==> src/rtl/rvdec_pkg.sv <==
package rvdec_pkg;

	// major opcodes, instruction bits 6:0
	localparam logic [6:0] OP_LUI    = 7'b0110111;
	localparam logic [6:0] OP_AUIPC  = 7'b0010111;
	localparam logic [6:0] OP_JAL    = 7'b1101111;
	localparam logic [6:0] OP_JALR   = 7'b1100111;
	localparam logic [6:0] OP_BRANCH = 7'b1100011;
	localparam logic [6:0] OP_LOAD   = 7'b0000011;
	localparam logic [6:0] OP_STORE  = 7'b0100011;
	localparam logic [6:0] OP_IMM    = 7'b0010011;
	localparam logic [6:0] OP_REG    = 7'b0110011;
	localparam logic [6:0] OP_SYSTEM = 7'b1110011;
	localparam logic [6:0] OP_FENCE  = 7'b0001111;

	// funct3 codes
	localparam logic [2:0] F3_ADD  = 3'd0;
	localparam logic [2:0] F3_SLL  = 3'd1;
	localparam logic [2:0] F3_SLT  = 3'd2;
	localparam logic [2:0] F3_SLTU = 3'd3;
	localparam logic [2:0] F3_XOR  = 3'd4;
	localparam logic [2:0] F3_SRL  = 3'd5;
	localparam logic [2:0] F3_OR   = 3'd6;
	localparam logic [2:0] F3_AND  = 3'd7;

	// branch funct3 codes
	localparam logic [2:0] F3_BEQ  = 3'd0;
	localparam logic [2:0] F3_BNE  = 3'd1;
	localparam logic [2:0] F3_BLT  = 3'd4;
	localparam logic [2:0] F3_BGE  = 3'd5;
	localparam logic [2:0] F3_BLTU = 3'd6;
	localparam logic [2:0] F3_BGEU = 3'd7;

	// load and store width funct3 codes
	localparam logic [2:0] F3_LB   = 3'd0;
	localparam logic [2:0] F3_LH   = 3'd1;
	localparam logic [2:0] F3_LW   = 3'd2;
	localparam logic [2:0] F3_LBU  = 3'd4;
	localparam logic [2:0] F3_LHU  = 3'd5;

	// instruction format
	localparam logic [2:0] FMT_R = 3'd0;
	localparam logic [2:0] FMT_I = 3'd1;
	localparam logic [2:0] FMT_S = 3'd2;
	localparam logic [2:0] FMT_B = 3'd3;
	localparam logic [2:0] FMT_U = 3'd4;
	localparam logic [2:0] FMT_J = 3'd5;

	// first operand source
	localparam logic [1:0] ASRC_REG  = 2'd0;
	localparam logic [1:0] ASRC_PC   = 2'd1;
	localparam logic [1:0] ASRC_NONE = 2'd2;

	// second operand source
	localparam logic BSRC_REG = 1'b0;
	localparam logic BSRC_IMM = 1'b1;

	// alu operations
	localparam logic [3:0] ALU_ADD  = 4'd0;
	localparam logic [3:0] ALU_SUB  = 4'd1;
	localparam logic [3:0] ALU_SLL  = 4'd2;
	localparam logic [3:0] ALU_SLT  = 4'd3;
	localparam logic [3:0] ALU_SLTU = 4'd4;
	localparam logic [3:0] ALU_XOR  = 4'd5;
	localparam logic [3:0] ALU_SRL  = 4'd6;
	localparam logic [3:0] ALU_SRA  = 4'd7;
	localparam logic [3:0] ALU_OR   = 4'd8;
	localparam logic [3:0] ALU_AND  = 4'd9;
	localparam logic [3:0] ALU_PASSB = 4'd10;

	// writeback source
	localparam logic [1:0] WB_ALU = 2'd0;
	localparam logic [1:0] WB_MEM = 2'd1;
	localparam logic [1:0] WB_RA  = 2'd2;

	// control flow kind
	localparam logic [2:0] FLOW_NONE   = 3'd0;
	localparam logic [2:0] FLOW_JAL    = 3'd1;
	localparam logic [2:0] FLOW_JALR   = 3'd2;
	localparam logic [2:0] FLOW_BRANCH = 3'd3;
	localparam logic [2:0] FLOW_TRAP   = 3'd4;

	// branch compare
	localparam logic [2:0] CMP_EQ  = 3'd0;
	localparam logic [2:0] CMP_NE  = 3'd1;
	localparam logic [2:0] CMP_LT  = 3'd2;
	localparam logic [2:0] CMP_GE  = 3'd3;
	localparam logic [2:0] CMP_LTU = 3'd4;
	localparam logic [2:0] CMP_GEU = 3'd5;

	// memory access size
	localparam logic [1:0] MSIZE_BYTE = 2'd0;
	localparam logic [1:0] MSIZE_HALF = 2'd1;
	localparam logic [1:0] MSIZE_WORD = 2'd2;

	// decoded control word
	typedef struct packed {
		logic [2:0] format_type;
		logic       rd_write_en;
		logic [1:0] operand_a_source;
		logic       operand_b_source;
		logic [3:0] alu_operation;
		logic [1:0] writeback_source;
		logic [2:0] flow_kind;
		logic [2:0] compare_operation;
		logic       store_en;
		logic [1:0] mem_size;
		logic       mem_sign_extend;
		logic       instr_legal;
	} ctrl_t;

	// alu operation for a funct3 with the alternate bits clear
	function automatic logic [3:0] alu_of_funct3(input logic [2:0] f3);
		logic [3:0] op;
		case (f3)
			F3_ADD:  op = ALU_ADD;
			F3_SLL:  op = ALU_SLL;
			F3_SLT:  op = ALU_SLT;
			F3_SLTU: op = ALU_SLTU;
			F3_XOR:  op = ALU_XOR;
			F3_SRL:  op = ALU_SRL;
			F3_OR:   op = ALU_OR;
			default: op = ALU_AND;
		endcase
		return op;
	endfunction

endpackage

==> src/rtl/rvdec_decode.sv <==
module rvdec_decode (
	input  logic [31:0]         instruction,
	output rvdec_pkg::ctrl_t    ctrl
);

	logic [6:0] opcode;
	logic [2:0] funct3;
	logic       alt;

	assign opcode = instruction[6:0];
	assign funct3 = instruction[14:12];
	assign alt    = |instruction[31:30];

	// opcode and funct3 decode, unused flags left at zero
	always_comb begin
		ctrl = '0;
		case (opcode)
			rvdec_pkg::OP_LUI: begin
				ctrl.format_type      = rvdec_pkg::FMT_U;
				ctrl.rd_write_en      = 1'b1;
				ctrl.operand_a_source = rvdec_pkg::ASRC_NONE;
				ctrl.operand_b_source = rvdec_pkg::BSRC_IMM;
				ctrl.alu_operation    = rvdec_pkg::ALU_PASSB;
				ctrl.instr_legal      = 1'b1;
			end
			rvdec_pkg::OP_AUIPC: begin
				ctrl.format_type      = rvdec_pkg::FMT_U;
				ctrl.rd_write_en      = 1'b1;
				ctrl.operand_a_source = rvdec_pkg::ASRC_PC;
				ctrl.operand_b_source = rvdec_pkg::BSRC_IMM;
				ctrl.alu_operation    = rvdec_pkg::ALU_ADD;
				ctrl.instr_legal      = 1'b1;
			end
			rvdec_pkg::OP_JAL: begin
				ctrl.format_type      = rvdec_pkg::FMT_J;
				ctrl.rd_write_en      = 1'b1;
				ctrl.writeback_source = rvdec_pkg::WB_RA;
				ctrl.flow_kind        = rvdec_pkg::FLOW_JAL;
				ctrl.instr_legal      = 1'b1;
			end
			rvdec_pkg::OP_JALR: begin
				if (funct3 == rvdec_pkg::F3_ADD) begin
					ctrl.format_type      = rvdec_pkg::FMT_I;
					ctrl.rd_write_en      = 1'b1;
					ctrl.writeback_source = rvdec_pkg::WB_RA;
					ctrl.flow_kind        = rvdec_pkg::FLOW_JALR;
					ctrl.instr_legal      = 1'b1;
				end
			end
			rvdec_pkg::OP_BRANCH: begin
				ctrl.format_type = rvdec_pkg::FMT_B;
				ctrl.flow_kind   = rvdec_pkg::FLOW_BRANCH;
				ctrl.instr_legal = 1'b1;
				case (funct3)
					rvdec_pkg::F3_BEQ:  ctrl.compare_operation = rvdec_pkg::CMP_EQ;
					rvdec_pkg::F3_BNE:  ctrl.compare_operation = rvdec_pkg::CMP_NE;
					rvdec_pkg::F3_BLT:  ctrl.compare_operation = rvdec_pkg::CMP_LT;
					rvdec_pkg::F3_BGE:  ctrl.compare_operation = rvdec_pkg::CMP_GE;
					rvdec_pkg::F3_BLTU: ctrl.compare_operation = rvdec_pkg::CMP_LTU;
					rvdec_pkg::F3_BGEU: ctrl.compare_operation = rvdec_pkg::CMP_GEU;
					default: begin
						ctrl = '0;
					end
				endcase
			end
			rvdec_pkg::OP_LOAD: begin
				if (funct3 == rvdec_pkg::F3_LB || funct3 == rvdec_pkg::F3_LH ||
				    funct3 == rvdec_pkg::F3_LW || funct3 == rvdec_pkg::F3_LBU ||
				    funct3 == rvdec_pkg::F3_LHU) begin
					ctrl.format_type      = rvdec_pkg::FMT_I;
					ctrl.rd_write_en      = 1'b1;
					ctrl.operand_b_source = rvdec_pkg::BSRC_IMM;
					ctrl.alu_operation    = rvdec_pkg::ALU_ADD;
					ctrl.writeback_source = rvdec_pkg::WB_MEM;
					ctrl.mem_size         = funct3[1:0];
					ctrl.mem_sign_extend  = (funct3 == rvdec_pkg::F3_LB) ||
					                        (funct3 == rvdec_pkg::F3_LH);
					ctrl.instr_legal      = 1'b1;
				end
			end
			rvdec_pkg::OP_STORE: begin
				if (funct3 == rvdec_pkg::F3_LB || funct3 == rvdec_pkg::F3_LH ||
				    funct3 == rvdec_pkg::F3_LW) begin
					ctrl.format_type      = rvdec_pkg::FMT_S;
					ctrl.operand_b_source = rvdec_pkg::BSRC_IMM;
					ctrl.alu_operation    = rvdec_pkg::ALU_ADD;
					ctrl.store_en         = 1'b1;
					ctrl.mem_size         = funct3[1:0];
					ctrl.instr_legal      = 1'b1;
				end
			end
			rvdec_pkg::OP_IMM: begin
				ctrl.format_type      = rvdec_pkg::FMT_I;
				ctrl.rd_write_en      = 1'b1;
				ctrl.operand_b_source = rvdec_pkg::BSRC_IMM;
				ctrl.alu_operation    = rvdec_pkg::alu_of_funct3(funct3);
				if (funct3 == rvdec_pkg::F3_SRL && alt) begin
					ctrl.alu_operation = rvdec_pkg::ALU_SRA;
				end
				ctrl.instr_legal      = 1'b1;
			end
			rvdec_pkg::OP_REG: begin
				ctrl.format_type   = rvdec_pkg::FMT_R;
				ctrl.rd_write_en   = 1'b1;
				ctrl.alu_operation = rvdec_pkg::alu_of_funct3(funct3);
				if (alt && funct3 == rvdec_pkg::F3_ADD) begin
					ctrl.alu_operation = rvdec_pkg::ALU_SUB;
				end else if (alt && funct3 == rvdec_pkg::F3_SRL) begin
					ctrl.alu_operation = rvdec_pkg::ALU_SRA;
				end
				ctrl.instr_legal   = 1'b1;
			end
			rvdec_pkg::OP_SYSTEM: begin
				if (funct3 == rvdec_pkg::F3_ADD) begin
					ctrl.format_type = rvdec_pkg::FMT_I;
					ctrl.flow_kind   = rvdec_pkg::FLOW_TRAP;
					ctrl.instr_legal = 1'b1;
				end
			end
			// fence is not supported and decodes as illegal
			rvdec_pkg::OP_FENCE: begin
				ctrl = '0;
			end
			default: begin
				ctrl = '0;
			end
		endcase
	end

endmodule

==> src/rtl/rv32i_main_control_decoder_unit.sv <==
// RV32I main control decoder. Each request carries one 32-bit instruction word and
// yields one set of control flags for a single-cycle datapath. A request passes
// through an input register, the opcode/funct3 decode, and a result register
// that drives the result ports; a new request is taken every cycle while results
// are being taken, and the block keeps taking requests until both stages hold an
// unconsumed word. Unknown encodings, FENCE and SYSTEM with nonzero funct3 give
// all flags zero with instr_legal low. SUB and SRA/SRAI are selected when
// instruction bits 31:30 are not both zero. There is no configuration and no
// state beyond the two pipeline stages.
module rv32i_main_control_decoder_unit (
	input  logic        clk,
	input  logic        arst_n,
	input  logic        instr_valid,
	output logic        instr_ready,
	input  logic [31:0] instruction,
	output logic        ctrl_valid,
	input  logic        ctrl_ready,
	output logic [2:0]  format_type,
	output logic        rd_write_en,
	output logic [1:0]  operand_a_source,
	output logic        operand_b_source,
	output logic [3:0]  alu_operation,
	output logic [1:0]  writeback_source,
	output logic [2:0]  flow_kind,
	output logic [2:0]  compare_operation,
	output logic        store_en,
	output logic [1:0]  mem_size,
	output logic        mem_sign_extend,
	output logic        instr_legal
);

	logic             valid_s1;
	logic [31:0]      instr_s1;
	logic             valid_s2;
	rvdec_pkg::ctrl_t ctrl_s2;
	rvdec_pkg::ctrl_t ctrl_dec;
	logic             adv_s2;
	logic             adv_s1;

	// stage advance, result register frees when taken
	assign adv_s2      = !valid_s2 || ctrl_ready;
	assign adv_s1      = !valid_s1 || adv_s2;
	assign instr_ready = adv_s1;

	// input stage valid
	always_ff @(posedge clk or negedge arst_n) begin
		if (!arst_n) begin
			valid_s1 <= 1'b0;
		end else if (adv_s1) begin
			valid_s1 <= instr_valid;
		end
	end

	// input stage payload
	always_ff @(posedge clk) begin
		if (adv_s1 && instr_valid) begin
			instr_s1 <= instruction;
		end
	end

	// decode
	rvdec_decode u_decode (
		.instruction (instr_s1),
		.ctrl        (ctrl_dec)
	);

	// result stage valid
	always_ff @(posedge clk or negedge arst_n) begin
		if (!arst_n) begin
			valid_s2 <= 1'b0;
		end else if (adv_s2) begin
			valid_s2 <= valid_s1;
		end
	end

	// result stage payload
	always_ff @(posedge clk) begin
		if (adv_s2 && valid_s1) begin
			ctrl_s2 <= ctrl_dec;
		end
	end

	// result ports
	assign ctrl_valid        = valid_s2;
	assign format_type       = ctrl_s2.format_type;
	assign rd_write_en       = ctrl_s2.rd_write_en;
	assign operand_a_source  = ctrl_s2.operand_a_source;
	assign operand_b_source  = ctrl_s2.operand_b_source;
	assign alu_operation     = ctrl_s2.alu_operation;
	assign writeback_source  = ctrl_s2.writeback_source;
	assign flow_kind         = ctrl_s2.flow_kind;
	assign compare_operation = ctrl_s2.compare_operation;
	assign store_en          = ctrl_s2.store_en;
	assign mem_size          = ctrl_s2.mem_size;
	assign mem_sign_extend   = ctrl_s2.mem_sign_extend;
	assign instr_legal       = ctrl_s2.instr_legal;

	// an empty result register never holds back a request
	a_ready_when_empty: assert property (@(posedge clk) disable iff (!arst_n)
		!ctrl_valid |-> instr_ready)
		else $error("request stalled with empty result register");

	// illegal words carry no control flags
	a_illegal_zero: assert property (@(posedge clk) disable iff (!arst_n)
		(ctrl_valid && !instr_legal) |-> (format_type == rvdec_pkg::FMT_R &&
		!rd_write_en && operand_a_source == rvdec_pkg::ASRC_REG && !store_en &&
		alu_operation == rvdec_pkg::ALU_ADD && flow_kind == rvdec_pkg::FLOW_NONE &&
		mem_size == rvdec_pkg::MSIZE_BYTE))
		else $error("illegal instruction with control flags set");

	// a taken result with nothing behind it leaves the output empty
	a_drain: assert property (@(posedge clk) disable iff (!arst_n)
		(ctrl_valid && ctrl_ready && !valid_s1) |=> !ctrl_valid)
		else $error("result repeated");

	// stores and only stores write memory
	a_store_format: assert property (@(posedge clk) disable iff (!arst_n)
		(ctrl_valid && store_en) |-> (format_type == rvdec_pkg::FMT_S && !rd_write_en))
		else $error("memory write outside a store");

endmodule
==> config.mk <==
export PLATFORM = sky130hd
export DESIGN_NAME = rv32i_main_control_decoder_unit
export DESIGN_NICKNAME = d
export VERILOG_FILES = /design/src/rtl/rvdec_pkg.sv /design/src/rtl/rvdec_decode.sv /design/src/rtl/rv32i_main_control_decoder_unit.sv
export SDC_FILE = /design/constraint.sdc
export NUM_CORES = 1
export LEC_CHECK = 0
export BUFFER_PORTS_ARGS = -buffer_cell sky130_fd_sc_hd__buf_2
export CORE_MARGIN = 10
export CORE_UTILIZATION = 53
export CTS_BUF_LIST = sky130_fd_sc_hd__clkbuf_8
export CTS_CLUSTER_DIAMETER = 200
export DETAILED_ROUTE_END_ITERATION = 16
export PLACE_DENSITY = 0.86
export SYNTH_ARGS = -nofsm -noshare
export SYNTH_HDL_FRONTEND = slang
export SYNTH_SLANG_ARGS = --single-unit
==> constraint.sdc <==
create_clock -name clk -period 2.7 [get_ports clk]
set_input_delay 0 -clock clk [delete_from_list [all_inputs] [get_ports clk]]
set_output_delay 0 -clock clk [all_outputs]
set_load 0.02 [all_outputs]
Word-level counts from Yosys, hierarchy flattened --
Cells that the tools add are included.
Storage, ports and cells: bits in latches 0, bits in read-only memories 0, output and inout port bits 26, memories 0, flip-flop bits (word level) 58, memory bits (writable) 0, word-level logic and storage cells 80
Cells by class: shift operators 0, divide/modulo/power cells 0, add/subtract/negate cells 0, multipliers 0, muxes and demuxes 29, bitwise operators 0, reductions and logical operators 19, equal/unequal tests 17, $lt $le $gt $ge 0
Operators with widths (count):
- 7-bit equality test (second input constant) | 4
- 4-bit case mux with 7 select lines | 1
- 3-bit case mux with 8 select lines | 1
- 4-bit case mux with 6 select lines | 1
- 7-bit by 6-bit equality test with 1-bit output (second input constant) | 3
- 15-bit 2-to-1 mux | 1
- 3-bit case mux with 5 select lines | 1
- 7-bit by 5-bit equality test with 1-bit output (second input constant) | 2
- 3-bit equality test (second input constant) | 4
- 4-bit 2-to-1 mux | 3
- 2-bit case mux with 3 select lines | 2
- 3-bit case mux with 4 select lines | 1
- 5-bit 2-to-1 mux | 2
- 1-bit case mux with 4 select lines | 2
- 2-bit case mux with 4 select lines | 1
- 7-bit by 2-bit equality test with 1-bit output (second input constant) | 1
- 7-bit 2-to-1 mux | 1
- 3-bit by 2-bit equality test with 1-bit output (second input constant) | 2
- 1-bit logical OR | 6
- 2-bit 2-to-1 mux | 3
- 3-bit 2-to-1 mux | 2
- 2-bit OR reduction | 3
- 6-bit OR reduction | 1
- 1-bit case mux with 5 select lines | 1
- 8 further kinds | 16

Depth between registers and ports, before layout --
Gate-level depths: netlist (run 1).
depth in word-level cells 7, gate-level depth with buffers 5

Hierarchy --
From an unflattened synthesis (run 1), not the netlist that was laid out.
Second synthesis, totals: cell total of the unflattened synthesis 129, area, all modules 2138.3 um2
By module, submodules not included:
- rv32i_main_control_decoder_unit | cells an instance 64, instances 1, area an instance 1785.5 um2
- rvdec_decode | cells an instance 65, instances 1, area an instance 352.8 um2

Worst setup path after synthesis (run 1) --
No wires, ideal clock.
kind register to register, start register instr_s1[3], end register ctrl_s2, in the netlist mem_size[0] (data pin), arrival time 1407 ps, cell stages (with the launch flop) 4, setup slack 1108 ps, data required time 2516 ps, clock period less this slack 1592 ps, buffers on the path 0, path through edfxtp_1 > or3_4 > or2_1 > a2111oi_4
RTL lines:
- from (decl) | line rv32i_main_control_decoder_unit.sv:33 | logic [31:0] instr_s1;
- from (signal assigned) | line rv32i_main_control_decoder_unit.sv:57 | instr_s1 <= instruction;
- to (signal assigned) | line rv32i_main_control_decoder_unit.sv:79 | ctrl_s2 <= ctrl_dec;
- to (decl) | line rv32i_main_control_decoder_unit.sv:35 | rvdec_pkg::ctrl_t ctrl_s2;

==> summary by stage, run 1 <==
Critical path
The family with the most delay on the worst path is simple AND/OR/NAND/NOR gates. Traced cell by cell, the critical path runs through or3_4 > or3_1 > a21o_1 > nand3_1. The kind of critical path is reg -> reg. The critical path data required time is 2.84 ns.

STA classifies the critical path startpoint as a flop. The worst register-to-register path begins at instr_s1[3]$_DFFE_PP_. The worst setup path is captured at a flop. The critical register-to-register path endpoint is operand_b_source$_DFFE_PP_. The internal reg-to-reg setup slack is 0.97 ns. The data arrival at the endpoint of the critical path is 1.87 ns.

Along the worst path, the maximum fanout reaches 8. The cell at the slowest stage of the critical path is edfxtp_1. The combined buffer and inverter count along the critical path is 0.

On the worst path, the slowest cell contributes a delay of 0.48 ns. The depth of the most critical reg-to-reg path is 4.

Synthesis
The dominant cell type by area after synthesis is edfxtp_1. The xor/xnor share of the synthesized area is 0%. The post-synth net total is 145. After synthesis, the largest family of logic cells by area is simple AND/OR/NAND/NOR gates. The area share of and/or/nand/nor cells after synthesis is 17.69%. The register area share after synthesis is 73.38%. The adder and majority cell fraction of the synthesized area is 0%. During synthesis, Yosys emitted a total of 0 warnings. Ranked by total cell area, the synthesized netlist is headed by edfxtp_1 (70%), dfrtp_1 (3.2%), nand2_1 (2.4%), nand2b_1 (2.0%), nor3_1 (1.9%). The synthesized netlist cell count is 109.

The number of distinct library cells after synthesis is 27. Measured against the total synthesized area, the mux share comes to 0.7305%. Summing the areas of all compound-gate instances in the mapped netlist gives 6.169% of the synthesized area. The mapped netlist covers 1541 um2. Dividing the synthesized area by the synthesized cell count gives 14.14 um2. In this run, synthesis produced a sequential element count of 38. The fraction of synthesized cell area taken by the top area cell type is 70.13%.

Cells and area
The fraction of final layout cells with drive strength greater than 1 is 29.41%. The finished layout cell area is 2007 um2. For this run, the share of the core covered by cells in the final layout is 72.78%.

Across the whole layout, storage elements account for 1131 um2. 0 antenna diodes ended up in the layout. For this run, the post-layout net count is 205. The fill cell instance count of the final layout is 179.

The multi-input gate area in the final layout is 379.1 um2. Leaving out fill and tap cells, the most frequent cell in the layout is buf_2. In the layout the commonest cells are buf_2 (41), edfxtp_1 (36), dlygate4sd3_1 (15).

From synthesis to final layout, the design area changed by 30.19%.

CTS
In this run the clock root is driven by a clkbuf_8. The number of buffers on the longest clock path is 2. TritonCTS built the clock tree. The clock-pin transition on the worst setup and hold timing paths is 0.07 ns. The source-to-sink clock delay at the later pin of the worst-skew pair is 0.28 ns. CTS built an H-tree with a depth of 2. The total CTS buffers is 5. The number of sinks driven by the clock tree is 38.

Post-CTS timing repair inserted 0 buffers for setup.

Timing
The routed design could run at a clock period as short as 1.732 ns. The final-report hold violation count was 0. The number of pins exceeding their max-slew limit in the final report is 0. The headroom to the max-slew limit is 67.61%. For this run, the top clock speed supported by timing is 577.5 MHz. Setup violations remaining at the end of the flow were counted as 0. Setup repair after global routing left no endpoint under its margin. Across all hold checks on the routed design, the worst slack comes to 0.03672 ns. In the final timing run, aggregate negative setup slack is 0 ns. The transition time of the tightest slew-check pin is 0.4807 ns. In the finished design, the share of the clock period the worst path needs comes to 64.13%.

The setup skew after layout is 0.005385 ns.

Die
The standard-cell row count is 19. The horizontal die dimension is 73.93 um. The region available for standard cell placement spans 2758 um2. For this configuration, the core starts out at a cell density of 55.90%. The count of pins on the block boundary is 62. The die covers 5466 um2. The die is 73.93 um tall.

Pwr
The relative contribution of sequential cells to total power is 59.9%. The internal power of the cells totals 0.9127 mW. The switching power as a share of total power is 23.26%. The largest voltage drop on the vdd net is 649.2 uV. The total power draw is 1.189 mW. The share of total power dissipated in combinational logic is 11.0%. The leakage power summed over all cells is 0.8315 nW. The portion of total power attributed to the clock network is 29.1%. The analysis attributes to net switching a power of 0.2766 mW. Power spread over the standard cell area amounts to 592.6 nW/um2.

Placed design
The wire-length estimate of the detail-placed layout is 2090 um. After detailed placement, the total cell area comes to 1777 um2. The number of port buffers is 41. Routability-driven placement finished with a final weighted congestion of 0.8276.

Global route
The first global-routing pass estimated 5002 um of wire. The via count of the first global-routing pass is 1,090. The largest net degree at the start of global routing is 25. The aggregate global routing overflow is 0. Across every metal layer, demand over resource in global routing totals 11.87%. The initial antenna violation count is 0.

Route
For this run, design rule violations remaining after detail routing come to 0. The final routed wire length divided by cell count is 15.54 um. The detailed router finished its first iteration with 34 violations. The ratio of routed vias to standard cells is 5.318.

The number of detailed-route iterations in the first pass is 4. In this run the remaining antenna-violating nets after routing total 0. For this block, the routed nets add up to 3124 um of wire. The via total after detailed routing is 1,069.

Worst hold path
The min-delay analysis places its worst path in the category in -> async.

Run status
The run finished with clean final reports.

Job
The max-capacitance violation count is 0.
## synth_stat cells, drive strengths merged
| cell type | number |
|---|---|
| buf | 1 |
| nand4b | 1 |
| o21a | 2 |
| a21o | 1 |
| o21ai | 6 |
| nand2 | 10 |
| nor3 | 6 |
| a211oi | 1 |
| nand4 | 2 |
| clkbuf | 3 |
| edfxtp | 36 |
| a2111oi | 1 |
| or2 | 1 |
| nor4 | 2 |
| o31ai | 1 |
| nand3b | 4 |
| dfrtp | 2 |
| inv | 4 |
| mux2 | 1 |
| and2 | 2 |
| nand2b | 5 |
| or3 | 4 |
| nor2 | 6 |
| and3 | 1 |
| nor3b | 1 |
| nand3 | 5 |
## final cells by class
| cell class | count | area share [%] |
|---|---|---|
| multi-input combinational | 63 | 18.89 |
| sequential | 38 | 56.36 |
| tap | 31 | 1.933 |
| clock inverter | 3 | 0.5611 |
| clock buffer | 5 | 3.429 |
| timing repair buffer | 57 | 18.08 |
| inverter | 4 | 0.7481 |
## registers in the layout, indices dropped and copies added (netlist names)
name	cells
flow_kind	3
writeback_source	2
instr_legal	1
format_type	3
valid_s1	1
operand_b_source	1
mem_sign_extend	1
rd_write_en	1
compare_operation	3
mem_size	2
alu_operation	4
store_en	1
operand_a_source	2
instr_s1	12
ctrl_valid	1
## metal layers
metal | routed length, um | share of wire, % | GRT usage [%] | up-vias
met5 | 0 | 0 | 0 | -
met4 | 36 | 1.2 | 5.590 | 0
met3 | 379 | 12 | 6.383 | 6
met2 | 1554 | 50 | 19.89 | 46
met1 | 1154 | 37 | 11.86 | 491
li1 | - | - | - | 526
## how the worst max path moves through the flow
stage               slack (ns)                   from  depth (start not counted)                    endpoint
floorplan                 1.11  instr_s1[3]$_DFFE_PP_                          3       mem_size[0]$_DFFE_PP_
global placement          1.03  instr_s1[3]$_DFFE_PP_                          3       mem_size[0]$_DFFE_PP_
detailed placement        0.99  instr_s1[3]$_DFFE_PP_                          3       mem_size[0]$_DFFE_PP_
CTS                       0.99  instr_s1[3]$_DFFE_PP_                          3       mem_size[0]$_DFFE_PP_
global route              0.85  instr_s1[5]$_DFFE_PP_                          4       instr_legal$_DFFE_PP_
finish                    0.97  instr_s1[3]$_DFFE_PP_                          4  operand_b_source$_DFFE_PP_
## metrics by stage
stage | cells | setup slack, ns
2_1_floorplan | 109 | 1.108
3_3_place_gp | 178 | 1.029
3_5_place_dp | 178 | 0.9926
4_1_cts | 201 | 0.9884
5_1_grt | 201 | 0.8535
6_report | 201 | 0.9684
## logic make-up (layout without fill, tap and decap cells)
logic type,Yosys count,after routing
multiplexers,1,1
AO/OA/AOI/OAI,12,12
flip-flops,38,38
buffers and inverters,8,69
AND/OR/NAND/NOR,50,50
## power by group through the flow
| stage | registers (mW) | clock network (mW) | logic [mW] |
|---|---|---|---|
| detailed placement | 0.724 | 0 | 0.114 |
| finish | 0.712 | 0.346 | 0.131 |
| global route | 0.716 | 0.377 | 0.142 |
| CTS | 0.711 | 0.355 | 0.131 |
| global placement | 0.721 | 0 | 0.111 |
| floorplan | 0.745 | 0 | 0.0464 |
## worst reg2reg max path: cells and delay by family, from the launching register on
| family | cells | cell delay [ns] |
|---|---|---|
| DFF | 1 | 0.48 |
| and+or+nand+nor | 3 | 0.90 |
| AOI/OAI and AO/OA | 1 | 0.21 |
## repair_timing
item | CTS | global route
endpoints found under the setup margin | 0 | 0
hold buffers | 15 | 0
resized for setup | 0 | 0
endpoints found under the hold margin | 16 | 0
Note: power is estimated with default switching activity, not from simulation.
==> run 2: changes to the inputs <==
--- a/config.mk
+++ b/config.mk
@@ -7,11 +7,11 @@
 export LEC_CHECK = 0
 export BUFFER_PORTS_ARGS = -buffer_cell sky130_fd_sc_hd__buf_2
 export CORE_MARGIN = 10
-export CORE_UTILIZATION = 53
+export CORE_UTILIZATION = 49
 export CTS_BUF_LIST = sky130_fd_sc_hd__clkbuf_8
 export CTS_CLUSTER_DIAMETER = 200
 export DETAILED_ROUTE_END_ITERATION = 16
-export PLACE_DENSITY = 0.86
+export PLACE_DENSITY = 0.81
 export SYNTH_ARGS = -nofsm -noshare
 export SYNTH_HDL_FRONTEND = slang
 export SYNTH_SLANG_ARGS = --single-unit
==> constraint.sdc (replaced) <==
create_clock -name clk -period 1.7 [get_ports clk]
set_input_delay 0 -clock clk [delete_from_list [all_inputs] [get_ports clk]]
set_output_delay 0 -clock clk [all_outputs]
set_load 0.02 [all_outputs]
==> summary by stage, run 2 (synthesis results as in run 1) <==
Critical path
The kind of critical path is reg -> reg. The critical path goes through or3_4 > or2_1 > a2111oi_4. The combined buffer and inverter count along the critical path is 0. At the worst endpoint, the arrival time is 1.67 ns. At the worst endpoint, the required time is 1.79 ns. STA classifies the critical path endpoint as a flop. The most critical setup path has its startpoint at instr_s1[2]$_DFFE_PP_.

For this run, the slowest stage of the critical path takes 0.40 ns. The worst reg2reg path startpoint is instr_s1[2]$_DFFE_PP_. The type of element launching the critical path is a flop. The largest individual stage delay along the critical path comes from the cell edfxtp_1. Of all nets on the critical path, the largest fanout is 4.

On the critical path the largest part of the delay comes from simple AND/OR/NAND/NOR gates.

Die
The region available for standard cell placement spans 3028 um2. The count of pins on the block boundary is 62. The standard-cell row count is 20. The initial utilization of the core area, before any placement, comes to 50.91%.

The floorplan step defined a die boundary enclosing 5790 um2. The vertical extent of the die is 76.09 um. The horizontal die dimension is 76.09 um.

CTS
The number of buffers on the longest clock path is 2. The H-tree generated during clock tree synthesis spans 2 levels. The clock-pin transition on the worst setup and hold timing paths is 0.07 ns. TritonCTS built the clock tree. The clock reaches the later pin of the worst-skew pair after 0.28 ns.

The clock net in this run drives a total of 38 sinks. The total CTS buffers is 5. In this run the post-CTS setup repair buffer count came out at 0. The clock root buffer is clkbuf_8.

Route
The routed layout has 1,059 vias. The first routing iteration left 77 violations. The number of detailed-route iterations in the first pass is 4. The final layout contains routed wiring with a total length of 2978 um. The final routed DRC violation total is 0. Using the TritonRoute via totals, the vias-per-cell ratio works out to 4.836. In the final routed layout, each cell accounts on average for 13.60 um. In this run the remaining antenna-violating nets after routing total 0.

Timing
The clock period could shrink to 1.576 ns. The transition time of the tightest slew-check pin is 0.5008 ns. The final-report hold violation count is 0. The total negative slack is 0 ns.

The final hold slack is 0.03391 ns. The final critical path takes up 92.69% of the cycle. The setup skew after layout is 0.005231 ns. Setup repair after global routing left no endpoint under its margin.

Based on the critical path, the design can be clocked at up to 634.6 MHz. The worst pin sits at a relative slew slack of 66.62%. Setup violations remaining at the end of the flow were counted as 0. The number of pins exceeding their max-slew limit in the final report came to 0.

Pwr
Summed over all cells, the static leakage comes to 0.8631 nW. Dividing total power by cell area gives a power density of 917.3 nW/um2. The largest voltage drop on the vdd net is 582.9 uV.

The completed layout was analyzed and its total power is 1.890 mW.

Cells and area
In the layout the commonest cells are buf_2 (41), edfxtp_1 (36), dlygate4sd3_1 (15). The register with the most flip-flops in the layout has 12 of them. The area growth from synthesis to layout is 33.69%.

The net count of the finished layout is 210. The fraction of final layout cells with drive strength greater than 1 is 31.43%. Leaving out fill and tap cells, the most frequent cell in the layout is buf_2.

More flip-flops sit in one register than any other, and that register is instr_s1. The repair_antennas step left the layout with diodes totalling 0.

Placed design
At the end of routability-driven placement, the weighted congestion stood at 0.8697. The wire-length estimate of the detail-placed layout is 2215 um. The count of buffers added on input and output ports is 41.

Job
The max-capacitance violation count is 0.

Run status
The run finished with clean final reports.

Global route
The aggregate global routing overflow is 0. The global-route wire length before repair is 4968 um. The initial antenna violation count was 0. For this run, the total global-route usage over all layers was measured as 10.56%. The largest net degree at the start of global routing is 25. The via count of the first global-routing pass is 1,121.

Worst hold path
The class of the tightest hold or removal check is in -> async.
[run 2: routing by layer]
metal  global-route usage, %  wire, um
met5                       0         0
met4                   7.435        73
met3                   3.538       186
met2                   18.96      1547
met1                   9.793      1171
[run 2: final cells by class]
type                            instances  area, um2
Sequential cell                        38       1131
Fill cell                             218      967.2
Multi-Input combinational cell         63      379.1
Clock inverter                          3      11.26
Inverter                                4      15.01
Timing Repair Buffer                   62      400.4
Tap cell                               44      55.05
Clock buffer                            5      68.82
[run 2: repair_timing]
| item | CTS | global route |
|---|---|---|
| hold buffers | 15 | 0 |
| endpoints found under the setup margin | 0 | 0 |
| gates resized for setup | 0 | 0 |
| hold endpoints to repair | 16 | 0 |
[run 2: report_power, final]
part | leakage (nW) | switching [mW] | internal (mW)
Clock | 0.0482 | 0.272 | 0.273
Sequential | 0.379 | 0.0268 | 1.09
Combinational | 0.436 | 0.134 | 0.0927
Total | 0.863 | 0.433 | 1.46
[run 2: worst reg2reg max path: stages (launching register included)]
cell and delay, ns:
edfxtp_1 0.40, or3_4 0.39, or2_1 0.27, a2111oi_4 0.33
[run 2: path summary, 6_finish.rpt]
path | cells past startpoint | endpoint | slack (ns)
worst min register to register | 1 | ctrl_valid$_DFFE_PN0P_ | 0.52
max in group asynchronous | 2 | ctrl_valid$_DFFE_PN0P_ | 1.56
worst min-delay path | 2 | valid_s1$_DFFE_PN0N_ | 0.03
worst max-delay path | 3 | mem_size[0]$_DFFE_PP_ | 0.12
worst max register to register | 3 | mem_size[0]$_DFFE_PP_ | 0.12
min in group clk | 2 | instr_s1[5]$_DFFE_PP_ | 0.43
[run 2: metrics by stage]
stage	setup WS (ns)	utilization (%)	std cells	instance area, um2
6_report	0.1242	68.06	219	2061
5_1_grt	0.01738	68.06	219	2061
4_1_cts	0.1008	68.06	219	2061
3_5_place_dp	0.1147	60.45	196	1831
3_3_place_gp	0.1379	60.45	196	1831
2_1_floorplan	0.1084	-	109	1541
==> run 3: changes to the inputs <==
==> constraint.sdc (replaced) <==
create_clock -name clk -period 1.8 [get_ports clk]
set_input_delay 0 -clock clk [delete_from_list [all_inputs] [get_ports clk]]
set_output_delay 0 -clock clk [all_outputs]
set_load 0.02 [all_outputs]
==> summary by stage, run 3 (synthesis results as in run 1) <==
Timing
Setup total negative slack on the finished layout was measured at 0 ns. On the final layout, the worst hold slack is 0.02475 ns. The transition time of the tightest slew-check pin is 0.5082 ns. The final-report hold violation count was 0. On the final layout, the worst clock skew is 0.005078 ns. Setup repair after global routing left no endpoint under its margin. In this run the tightest slew margin relative to its limit is 66.12%.

The fmax is 625.1 MHz. The setup-violating endpoint count in the final report is 0. The number of pins exceeding their max-slew limit in the final report is 0.

After layout, the worst path uses 88.87% of the clock period. The worst path in the final design needs a cycle of 1.600 ns, including I/O delays and setup.

Pwr
Of the total power, the clock network draws 29.6%. Summed over all nets, the switching power comes to 0.4276 mW. Cell internal power was estimated by the tool at 1.377 mW. Across the VDD grid, the largest voltage drop is 533.4 uV. The switching power as a share of total power is 23.69%.

The relative contribution of sequential cells to total power is 58.7%. Summed over all cells, the static leakage comes to 0.8568 nW. The total power density per cell area is 878.4 nW/um2. Combinational cells account for 11.6% of the total power.

Die
The standard-cell row count is 20. The die is 76.09 um tall. The starting density of the core is 50.91%.

The die is 76.09 um wide. The die area is 5790 um2. The placeable core area is 3028 um2.

The count of pins on the block boundary is 62.

Route
The routed layout has 1,078 vias. The first detailed-routing pass took 4 iterations. After detailed routing, the number of remaining DRC violations is 0. Dividing the detail-routed via count by the number of cells gives 4.945.

The number of DRC violations after detailed-routing iteration 0 is 49. In this run the remaining antenna-violating nets after routing total 0. Wires add up to 3028 um. Dividing the detail-routed wire length by the instance count gives 13.89 um.

Placed design
The number of port buffers is 41. The placed instance count is 195. The congestion estimate from routability-driven global placement came to 0.8687. The wire-length estimate of the detail-placed layout is 2232 um.

Global route
The via count of the first global-routing pass was 1,107. The first global-routing pass estimated 5271 um of wire. The aggregate global-route resource usage is 11.30%.

The aggregate global routing overflow is 0. Entering global routing, the biggest net connects 25 pins. The initial antenna violation count was 0.

Cells and area
The number of flip-flops under the largest register name is 12. The fraction of final layout cells with drive strength greater than 1 is 31.61%. The top register by number of flip-flops is instr_s1. The leading cell type in the layout, fill and taps excluded is buf_2. For this run, the post-layout net count is 209. In the layout the commonest cells are buf_2 (41), edfxtp_1 (36), dlygate4sd3_1 (15). The antenna cell count is 0. The filler-free cell count of the finished design is 218. The signed area change from the synthesized netlist to the final layout is 33.28%.

CTS
The source-to-sink clock delay at the later pin of the worst-skew pair is 0.29 ns. Buffers inserted to repair hold after CTS numbered 15. Clock tree synthesis inserted a total of 5 buffers. Once the clock tree was built, the resizer swapped 0 gates to a different size.

The clock tree from TritonCTS is built. The buffers inserted during post-CTS setup optimization is 0. The H-tree generated during clock tree synthesis spans 2 levels.

The clock-pin transition on the worst setup and hold timing paths is 0.07 ns. The number of sinks driven by the clock tree is 38. The clock root buffer is clkbuf_8.

The number of buffers on the longest clock path is 2.

Run status
The run finished with clean final reports.

Critical path
STA classifies the critical path endpoint as a flop. The internal reg-to-reg setup slack is 0.20 ns. The critical path data required time is 1.90 ns.

Of all nets on the critical path, the largest fanout is 4. STA classifies the critical path startpoint as a flop. The kind of critical path is reg -> reg. For the worst setup path, the data arrival time is 1.70 ns.

Job
Across the run, the number of max-cap violations was 0.

Worst hold path
The worst hold path belongs to the class in -> async.
-- run 3: area by class of cell --
cell class	count	area (um2)
well taps	44	55.05
fillers	220	973.4
clock buffers	5	68.82
multi-input cells	63	379.1
repair buffers	61	392.9
flip-flops and latches	38	1131
clock inverters	3	12.51
inverters	4	15.01
-- run 3: worst paths after layout --
path,startpoint,end,cells after the start
setup / recovery,instr_s1[2]$_DFFE_PP_,mem_size[0]$_DFFE_PP_,3
hold / removal,arst_n,valid_s1$_DFFE_PN0N_,2
setup reg to reg,instr_s1[2]$_DFFE_PP_,mem_size[0]$_DFFE_PP_,3
hold reg to reg,valid_s1$_DFFE_PN0N_,ctrl_valid$_DFFE_PN0P_,1
max in group asynchronous,arst_n,ctrl_valid$_DFFE_PN0P_,2
min in group clk,instruction[6],instr_s1[6]$_DFFE_PP_,2
-- run 3: stage by stage --
| stage | total power [mW] | util (%) | setup WS [ns] | area [um2] |
|---|---|---|---|---|
| 2_1_floorplan | 1.187 | - | 0.2084 | 1541 |
| 3_3_place_gp | 1.257 | 60.21 | 0.2339 | 1823 |
| 3_5_place_dp | 1.267 | 60.21 | 0.2134 | 1823 |
| 4_1_cts | 1.822 | 67.85 | 0.1958 | 2054 |
| 5_1_grt | 1.882 | 67.85 | 0.1289 | 2054 |
| 6_report | 1.805 | 67.85 | 0.2004 | 2054 |
-- run 3: worst max-delay path, stage by stage, from the launching register on --
cell	delay, ns
edfxtp_1	0.41
or3_4	0.40
or2_1	0.28
a2111oi_4	0.33
-- run 3: power groups by stage --
stage | sequential, mW | combinational [mW] | clock (mW)
floorplan | 1.12 | 0.0696 | 0
global placement | 1.08 | 0.181 | 0
detailed placement | 1.08 | 0.188 | 0
CTS | 1.06 | 0.213 | 0.548
global route | 1.07 | 0.229 | 0.586
finish | 1.06 | 0.210 | 0.535
-- run 3: routing by layer --
layer	GRT usage, %	wire [um]
met4	6.691	81
met3	5.542	257
met2	19.22	1568
met1	10.80	1120
met5	0	0
